--- config.mk ---
export PLATFORM = sky130hd
export DESIGN_NAME = tpsc_cmd
export DESIGN_NICKNAME = d
export VERILOG_FILES = /design/src/design/tpsc_pkg.sv /design/src/design/tpsc_cmd.sv
export VERILOG_INCLUDE_DIRS = /design/src /design/src/design
export SDC_FILE = /design/constraint.sdc
export NUM_CORES = 1
export LEC_CHECK = 0
export BUFFER_PORTS_ARGS = -buffer_cell sky130_fd_sc_hd__buf_2
export CAP_MARGIN = 15
export CORE_ASPECT_RATIO = 0.5
export CORE_MARGIN = 3
export CORE_UTILIZATION = 30
export DETAILED_ROUTE_END_ITERATION = 12
export PLACE_DENSITY_LB_ADDON = 0.3
export SYNTH_ARGS = -nofsm -noshare
export SYNTH_HDL_FRONTEND = slang
export SYNTH_SLANG_ARGS = --single-unit
export TNS_END_PERCENT = 30
--- constraint.sdc ---
create_clock -name aclk -period 13.9 [get_ports aclk]
set_clock_uncertainty 0.2 [all_clocks]
set_input_delay 2.78 -clock aclk [delete_from_list [all_inputs] [get_ports aclk]]
set_output_delay 2.78 -clock aclk [all_outputs]
set_load 0.05 [all_outputs]
--- src/design/timed_pwm_speed_controller_top_assert.svh ---
// ---------------------------------------------------------------------------
// Assertion macros for the timed PWM speed controller
// Clocked property checks on aclk, with and without the reset qualifier.
// ---------------------------------------------------------------------------
`ifndef TIMED_PWM_SPEED_CONTROLLER_TOP_ASSERT_SVH
`define TIMED_PWM_SPEED_CONTROLLER_TOP_ASSERT_SVH

`ifndef ASSERT_OFF
// Check a property on every clock edge outside reset
`define TPSC_ASSERT(lbl, prop, msg) \
    lbl: assert property (@(posedge aclk) disable iff (!aresetn) (prop)) \
        else $error(msg);
// Check a property on every clock edge, reset included
`define TPSC_ASSERT_ALWAYS(lbl, prop, msg) \
    lbl: assert property (@(posedge aclk) (prop)) else $error(msg);
`else
`define TPSC_ASSERT(lbl, prop, msg)
`define TPSC_ASSERT_ALWAYS(lbl, prop, msg)
`endif

`endif

--- src/design/tpsc_pkg.sv ---
// ---------------------------------------------------------------------------
// tpsc_pkg
// Types, widths and fixed-point constants shared by the speed controller.
// ---------------------------------------------------------------------------
package tpsc_pkg;

    // Field widths
    localparam int unsigned MODE_W  = 2;
    localparam int unsigned SPEED_W = 10;
    localparam int unsigned IN_SPD_W = 16;
    localparam int unsigned DUR_W   = 16;
    localparam int unsigned TOP_W   = 16;
    localparam int unsigned CMP_W   = 17;
    localparam int unsigned REM_W   = 16;
    localparam int unsigned MS_W    = 23;

    // Scaling constants
    localparam int unsigned SPEED_FULL_SCALE = 1000;
    localparam int unsigned TICKS_PER_UNIT   = 100;
    localparam logic [TOP_W-1:0] TOP_RESET   = 16'd3599;
    localparam longint unsigned MS_MAX = (64'd1 << MS_W) - 64'd1;

    // Compare value: speed * (top + 1) / SPEED_FULL_SCALE via reciprocal
    localparam int unsigned PROD_W =
        $clog2(longint'(SPEED_FULL_SCALE) * (64'd1 << TOP_W) + 64'd1);
    localparam int unsigned DIV1_SH = PROD_W + $clog2(SPEED_FULL_SCALE);
    localparam longint unsigned RECIP1 =
        ((64'd1 << DIV1_SH) + SPEED_FULL_SCALE - 1) / SPEED_FULL_SCALE;
    localparam int unsigned RECIP1_W = $clog2(RECIP1 + 64'd1);

    // Remaining time: ceil(ms / TICKS_PER_UNIT) via reciprocal
    localparam int unsigned RNUM_W  = $clog2(MS_MAX + TICKS_PER_UNIT);
    localparam int unsigned DIV2_SH = RNUM_W + $clog2(TICKS_PER_UNIT);
    localparam longint unsigned RECIP2 =
        ((64'd1 << DIV2_SH) + TICKS_PER_UNIT - 1) / TICKS_PER_UNIT;
    localparam int unsigned RECIP2_W = $clog2(RECIP2 + 64'd1);
    localparam int unsigned Q2_W     = RNUM_W + RECIP2_W - DIV2_SH;

    // Request kinds
    typedef enum logic [MODE_W-1:0] {
        MODE_SET_SPEED   = 2'd0,
        MODE_START_TIMED = 2'd1,
        MODE_STOP        = 2'd2,
        MODE_TICK        = 2'd3
    } mode_t;

    // Controller state after one request, plus per-request flags
    typedef struct packed {
        logic               accepted;
        logic               expired;
        logic [SPEED_W-1:0] speed;
        logic               run;
        logic [MS_W-1:0]    rem_ms;
    } snap_t;

    // Middle pipeline stage
    typedef struct packed {
        logic               accepted;
        logic               expired;
        logic [SPEED_W-1:0] speed;
        logic               run;
        logic [PROD_W-1:0]  prod;
        logic [RNUM_W-1:0]  rnum;
    } mid_t;

endpackage

--- src/design/tpsc_cmd.sv ---
// ---------------------------------------------------------------------------
// tpsc_cmd
// Request decoder and controller state: speed, run flag, millisecond timer.
// ---------------------------------------------------------------------------
module tpsc_cmd
    import tpsc_pkg::*;
(
    input  logic                aclk,
    input  logic                aresetn,
    input  logic                req_accept,
    input  logic [MODE_W-1:0]   req_mode,
    input  logic [IN_SPD_W-1:0] req_speed,
    input  logic [DUR_W-1:0]    req_duration,
    output snap_t               snap
);

    `include "timed_pwm_speed_controller_top_assert.svh"

    logic [SPEED_W-1:0] speed_reg,  speed_next;
    logic               run_reg,    run_next;
    logic [MS_W-1:0]    rem_ms_reg, rem_ms_next;

    logic [SPEED_W-1:0] clamped;
    logic [31:0]        ms_full;
    logic [MS_W-1:0]    ms_sat;
    logic [MS_W-1:0]    rem_dec;
    logic               accepted;
    logic               expired;

    // Clamp requested speed, scale the run length and decrement the timer
    always_comb begin
        clamped = (req_speed > IN_SPD_W'(SPEED_FULL_SCALE))
                ? SPEED_W'(SPEED_FULL_SCALE) : req_speed[SPEED_W-1:0];
        ms_full = 32'(req_duration) * 32'(TICKS_PER_UNIT);
        ms_sat  = (ms_full > 32'(MS_MAX)) ? MS_W'(MS_MAX) : ms_full[MS_W-1:0];
        rem_dec = (rem_ms_reg != '0) ? rem_ms_reg - 1'b1 : '0;
    end

    // Next state per request kind
    always_comb begin
        speed_next  = speed_reg;
        run_next    = run_reg;
        rem_ms_next = rem_ms_reg;
        accepted    = 1'b1;
        expired     = 1'b0;
        unique case (mode_t'(req_mode))
            MODE_SET_SPEED: begin
                if (req_speed == '0) begin
                    speed_next  = '0;
                    run_next    = 1'b0;
                    rem_ms_next = '0;
                end else begin
                    speed_next = clamped;
                end
            end
            MODE_START_TIMED: begin
                if (req_speed == '0) begin
                    speed_next  = '0;
                    run_next    = 1'b0;
                    rem_ms_next = '0;
                end else if (req_duration == '0) begin
                    accepted = 1'b0;
                end else begin
                    speed_next  = clamped;
                    run_next    = 1'b1;
                    rem_ms_next = ms_sat;
                end
            end
            MODE_STOP: begin
                speed_next  = '0;
                run_next    = 1'b0;
                rem_ms_next = '0;
            end
            MODE_TICK: begin
                if (run_reg) begin
                    if (rem_dec == '0) begin
                        speed_next  = '0;
                        run_next    = 1'b0;
                        rem_ms_next = '0;
                        expired     = 1'b1;
                    end else begin
                        rem_ms_next = rem_dec;
                    end
                end
            end
            default: ;
        endcase
    end

    // State registers, updated only on an accepted request
    always_ff @(posedge aclk) begin
        if (!aresetn) begin
            speed_reg  <= '0;
            run_reg    <= 1'b0;
            rem_ms_reg <= '0;
        end else if (req_accept) begin
            speed_reg  <= speed_next;
            run_reg    <= run_next;
            rem_ms_reg <= rem_ms_next;
        end
    end

    assign snap = '{accepted: accepted, expired: expired, speed: speed_next,
                    run: run_next, rem_ms: rem_ms_next};

    // A running timer always has time left and a nonzero speed
    `TPSC_ASSERT(a_run_consistent, run_reg |-> (rem_ms_reg != '0 && speed_reg != '0),
                 "run flag set with no time left or zero speed")
    // Idle timer holds no time
    `TPSC_ASSERT(a_idle_no_time, !run_reg |-> rem_ms_reg == '0,
                 "time left while no run is active")
    // Applied speed never exceeds full scale
    `TPSC_ASSERT(a_speed_clamped, speed_reg <= SPEED_W'(SPEED_FULL_SCALE),
                 "applied speed above full scale")
    // A stop request halts everything
    `TPSC_ASSERT(a_stop_halts,
                 (req_accept && req_mode == MODE_STOP) |=> (speed_reg == '0 && !run_reg),
                 "stop request did not halt the motor")

endmodule

Word-level counts from Yosys, hierarchy flattened
Index checks and enable logic that the tools add are counted.
- mux-type cells: 26
- reductions and logical operators: 5
- add/sub/neg operators: 1
- multipliers: 1
- order comparisons: 1
- eq/ne operators: 3
- operators by type and width (kind ; count):
    2-to-1 mux 23 bit ; 6
    one-hot mux 23 bit (4 select lines) ; 1
    2-to-1 mux 10 bit ; 6
    one-hot mux 10 bit (4 select lines) ; 1
    zero test 16 bit ; 2
    zero test 23 bit ; 1
    nonzero test 23 bit ; 1
    subtractor 23 x 1 -> 23 bit (second input constant) ; 1
    multiplier 16 x 5 -> 21 bit (second input constant) ; 1
    > comparator 16 x 10 -> 1 bit (second input constant) ; 1
    2-to-1 mux 1 bit ; 11
    == test 2 bit (second input constant) ; 2
    one-hot mux 1 bit (4 select lines) ; 1
    == test 2 x 1 -> 1 bit (second input constant) ; 1
    zero test 2 bit ; 1
- register bits: 34
- output and inout port bits: 36

Depth between registers and ports, before layout
- word-level depth: 6
- depth in mapped cells: 16

Worst setup path before layout
Ideal clock, no wire load.
- kind: in2out
- from: input req_duration[3]
- to: output snap[19] in the netlist's numbering
- stages: 13
- setup slack: 4.740 ns
- arrival time: 6.180 ns
- required time: 10.920 ns
- path through: ha_1 ha_1 inv_1 fa_1 inv_1 ha_1 a21o_1 a21oi_1 a21oi_1 o41ai_1 o21ai_0 o21ai_0 o311ai_0
- RTL lines (what ; line ; source):
    start, declared ; tpsc_cmd.sv:13 ; input logic [DUR_W-1:0] req_duration,
    end, declared ; tpsc_cmd.sv:14 ; output snap_t snap

==> metrics.txt <==
# TYPE chip_impl_metric gauge
chip_impl_metric{name="firstDrtPassIters",unit=""} 4
chip_impl_metric{name="drt_iter0_markers",unit=""} 304
chip_impl_info{name="worstSetupPathType",value="primary input to primary output"} 1
chip_impl_metric{name="drc",unit=""} 0
chip_impl_metric{name="vdd_drop_max",unit="mV"} 0.04394
chip_impl_metric{name="yosys.area_share.adder",unit=""} 0.2133
chip_impl_metric{name="die_h",unit="µm"} 94.22
chip_impl_metric{name="nets",unit=""} 788
chip_impl_metric{name="number_of_setup_violations_in_the_final_report",unit=""} 0
chip_impl_metric{name="grt_max_degree",unit=""} 47
chip_impl_metric{name="grt.overflow.total",unit=""} 0
chip_impl_metric{name="htree_levels",unit=""} 2
chip_impl_metric{name="coreArea",unit="mm²"} 0.01486
chip_impl_metric{name="syn2layout_area_growth",unit="%"} 13.50
chip_impl_info{name="worstHoldEndpoint",value="speed_reg[5]"} 1
chip_impl_metric{name="grt_pass1_wl",unit="µm"} 22720
chip_impl_metric{name="final-hold-violation-count",unit=""} 0
chip_impl_metric{name="clock_tree.buffer_depth",unit=""} 2
chip_impl_metric{name="compound_gate_portion_of_the_synthesized_area",unit=""} 0.2519
chip_impl_metric{name="max_cap_violations",unit=""} 0
chip_impl_metric{name="post_cts_resized",unit=""} 0
chip_impl_metric{name="number_of_global_route_vias_before_repair",unit=""} 4446
chip_impl_metric{name="cp_slowest_stage_delay",unit="ns"} 0.61
chip_impl_info{name="synth.most_common_cell",value="inv_1"} 1
chip_impl_info{name="slowest_stage",value="or4b_2"} 1
chip_impl_metric{name="synth_edf_count",unit=""} 0
chip_impl_metric{name="signal_arrival_time_at_the_worst_endpoint",unit="ns"} 6.56
chip_impl_metric{name="synthDominantCellAreaShare",unit=""} 0.1661
chip_impl_metric{name="finalSetupTns",unit="ns"} 0
chip_impl_metric{name="postRouteAntennaNets",unit=""} 0
chip_impl_metric{name="post_cts.repair.setup_buffers",unit=""} 0
chip_impl_metric{name="synth.net_count",unit=""} 737
chip_impl_info{name="ys_top_cells_by_count",value="73 x inv_1, 62 x ha_1, 56 x nand2_1, 47 x nor2_1, 46 x o21ai_0"} 1
chip_impl_info{name="most_area_hungry_cell_type_in_the_yosys_netlist",value="ha_1"} 1
chip_impl_metric{name="latest_clock_arrival_within_the_worst_skew_pair",unit="ns"} 0.28
chip_impl_metric{name="design.portCount",unit=""} 73
chip_impl_metric{name="worst-path-max-fanout",unit=""} 4
chip_impl_metric{name="post_synth_xor_area_fraction",unit=""} 0.03376
chip_impl_metric{name="placed_cell_area",unit="mm²"} 0.005152
chip_impl_info{name="worst_setup_path_start_kind",value="primary input"} 1
chip_impl_metric{name="leakage",unit="nW"} 2.518
chip_impl_metric{name="cts_inserted_buffers",unit=""} 5
chip_impl_metric{name="via_count",unit=""} 4706
chip_impl_info{name="rsz_0062_raised_after_global_routing",value="no"} 1
chip_impl_metric{name="synthesis.instances",unit=""} 627
chip_impl_info{name="critical_path.cell_chain",value="buf_2 > inv_1 > ha_1 > ha_1 > inv_1 > fa_1 > inv_1 > ha_1 > nand4b_1 > a21oi_1 > o41ai_1 > o21ai_0 > a21oi_1 > or4b_2 > nand3_1 > a21o_1 > buf_2"} 1
chip_impl_metric{name="initial_antenna_violation_count",unit=""} 0
chip_impl_metric{name="hold_depth",unit=""} 2
chip_impl_metric{name="synth.lib_cells_used.distinct",unit=""} 75
chip_impl_metric{name="power_density",unit="mW/mm²"} 101.0
chip_impl_metric{name="layout_min_cycle_time",unit="ns"} 9.541
chip_impl_info{name="netlist_top_cells_area",value="ha_1 17%, dfxtp_1 15%, inv_1 5.9%"} 1
chip_impl_metric{name="critPathRequiredTime",unit="ns"} 10.92
chip_impl_info{name="worst_setup_path_end_kind",value="primary output"} 1
chip_impl_info{name="combinational_family_with_the_most_area_after_synthesis",value="simple AND/OR/NAND/NOR gates"} 1
chip_impl_metric{name="die_w",unit="µm"} 182.4
chip_impl_info{name="ys.flop_type",value="dfxtp_1"} 1
chip_impl_metric{name="tightest_slew",unit="ns"} 1.110
chip_impl_metric{name="count_of_buffers_inserted_at_the_top_level_ports",unit=""} 72
chip_impl_metric{name="grtUsageTotal",unit=""} 0.1608
chip_impl_metric{name="wl_per_cell",unit="µm"} 15.84
chip_impl_info{name="reg2reg_from",value="rem_ms_reg[0]"} 1
chip_impl_metric{name="largest_reg_flops",unit=""} 23
chip_impl_metric{name="power",unit="mW"} 0.5354
chip_impl_metric{name="synth_simple_gate_area_share",unit=""} 0.2559
chip_impl_metric{name="initial_utilization",unit=""} 0.3143
chip_impl_metric{name="syn_area_per_cell",unit="µm²"} 7.447
chip_impl_info{name="timing.hold.worst.start",value="speed_reg[5]"} 1
chip_impl_metric{name="path_clk_slew",unit="ns"} 0.05
chip_impl_metric{name="place.gp.congestion",unit=""} 0.9031
chip_impl_metric{name="vias_per_cell",unit=""} 5.366
chip_impl_info{name="cts-root-buf",value="clkbuf_16"} 1
chip_impl_metric{name="flops_latches_synth",unit=""} 34
chip_impl_metric{name="cts_hold_buf",unit=""} 0
chip_impl_metric{name="dp.final_hpwl",unit="µm"} 10840
chip_impl_metric{name="synth-seq-area-share",unit=""} 0.1458
chip_impl_metric{name="regToRegSetupSlack",unit="ns"} 10.25
chip_impl_metric{name="fmax",unit="GHz"} 0.1048
chip_impl_metric{name="post-route-period-util",unit=""} 0.6864
chip_impl_metric{name="drive_gt1_frac",unit=""} 0.1664
chip_impl_metric{name="stdcell_area",unit="mm²"} 0.005300
chip_impl_info{name="path_category_of_the_worst_min_delay_check",value="flip-flop to flip-flop"} 1
chip_impl_info{name="tritoncts",value="yes"} 1
chip_impl_info{name="status",value="completed"} 1
chip_impl_metric{name="slew_headroom",unit=""} 0.2571
chip_impl_metric{name="route.final.wire_length",unit="µm"} 13890
chip_impl_metric{name="fill_cells",unit=""} 1598
chip_impl_metric{name="slew_viol_final",unit=""} 0
chip_impl_metric{name="portion_of_netlist_area_occupied_by_mux_cells",unit=""} 0.009110
chip_impl_metric{name="reg2regPathDepth",unit=""} 11
chip_impl_metric{name="placementRows",unit=""} 31
chip_impl_metric{name="synth.cell_area",unit="mm²"} 0.004669
chip_impl_metric{name="clkSinkCount",unit=""} 34
chip_impl_info{name="worst_reg2reg_endpoint",value="rem_ms_reg[4]"} 1
chip_impl_metric{name="yosysWarnings",unit=""} 0
chip_impl_metric{name="antennaDiodeCount",unit=""} 0
chip_impl_metric{name="die-area",unit="mm²"} 0.01719
chip_impl_metric{name="asyncSetResetFlopFracSynth",unit=""} 0
cell type report:
cell class,instances,area [µm²],area share
inverters,73,274.0,0.05170
flip-flops and latches,34,680.7,0.1284
multi-input cells,489,3567,0.6730
clock inverters,1,5.005,0.0009443
repair buffers,75,382.9,0.07224
clock buffers,7,142.6,0.02691
well taps,198,247.7,0.04674
cell usage in the layout, fill, tap and decap left out, types with 5 or more instances in the layout:
master and n:
o21ai_1 6, o21ai_0 46, nor3_1 23, a21oi_1 24, ha_1 62, nand2_1 56
clkbuf_16 5, nor4_1 8, or2_2 6, buf_2 72, dfxtp_1 34, xor2_1 8
nor2b_1 11, inv_1 73, nand4_1 11, a22oi_1 7, o21ba_2 5, nand3_1 17
fa_1 11, a21o_1 14, o22ai_1 7, nor2_1 47, or4_1 5, a31oi_1 11
xnor2_1 10
cells by family after synthesis:
family	Yosys count
buf+inv	104
compound gates	171
fa+ha+maj	73
simple gates	223
flops	34
xor+xnor	18
mux	4
power by group:
group          internal, mW  switching (mW)
Sequential            0.105          0.0130
Clock                0.0711          0.0424
Combinational         0.107           0.197
Total                 0.283           0.252
through the flow:
step,setup WS [ns],util,hold WS [ns],cells
CTS,4.356,0.3568,0.2878,877
finish,4.359,0.3568,0.2864,877
floorplan,4.740,-,0.2559,627
detailed placement,4.393,0.3468,0.2783,869
global route,4.041,0.3568,0.3199,877
global placement,4.430,0.3468,0.2705,869
worst max-delay path: cells and delay by family:
| kind | cells | cell delay [ns] |
|---|---|---|
| adder cells (fa/ha/maj) | 4 | 1.38 |
| AND/OR/NAND/NOR | 3 | 0.87 |
| AO/OA/AOI/OAI | 5 | 0.99 |
| buffers and inverters | 5 | 0.52 |
layer usage:
metal | vias to the layer above | track usage | wire, µm
li1 | 2349 | - | -
met1 | 2239 | 0.2369 | 7322
met2 | 116 | 0.2556 | 5964
met3 | 2 | 0.01895 | 570
met4 | 0 | 0.02470 | 31
met5 | - | 0 | 0
worst max-delay path by stage:
stage | slack (ns) | cells past startpoint | from | end
after floorplan | 4.74 | 13 | req_duration[3] | snap[19]
after global placement | 4.43 | 17 | req_duration[3] | snap[21]
after detailed placement | 4.39 | 17 | req_duration[4] | snap[21]
after CTS | 4.36 | 17 | req_duration[4] | snap[21]
after global routing | 4.04 | 17 | req_duration[3] | snap[21]
final | 4.36 | 17 | req_duration[4] | snap[21]
Power figures use the tool's default switching activity.
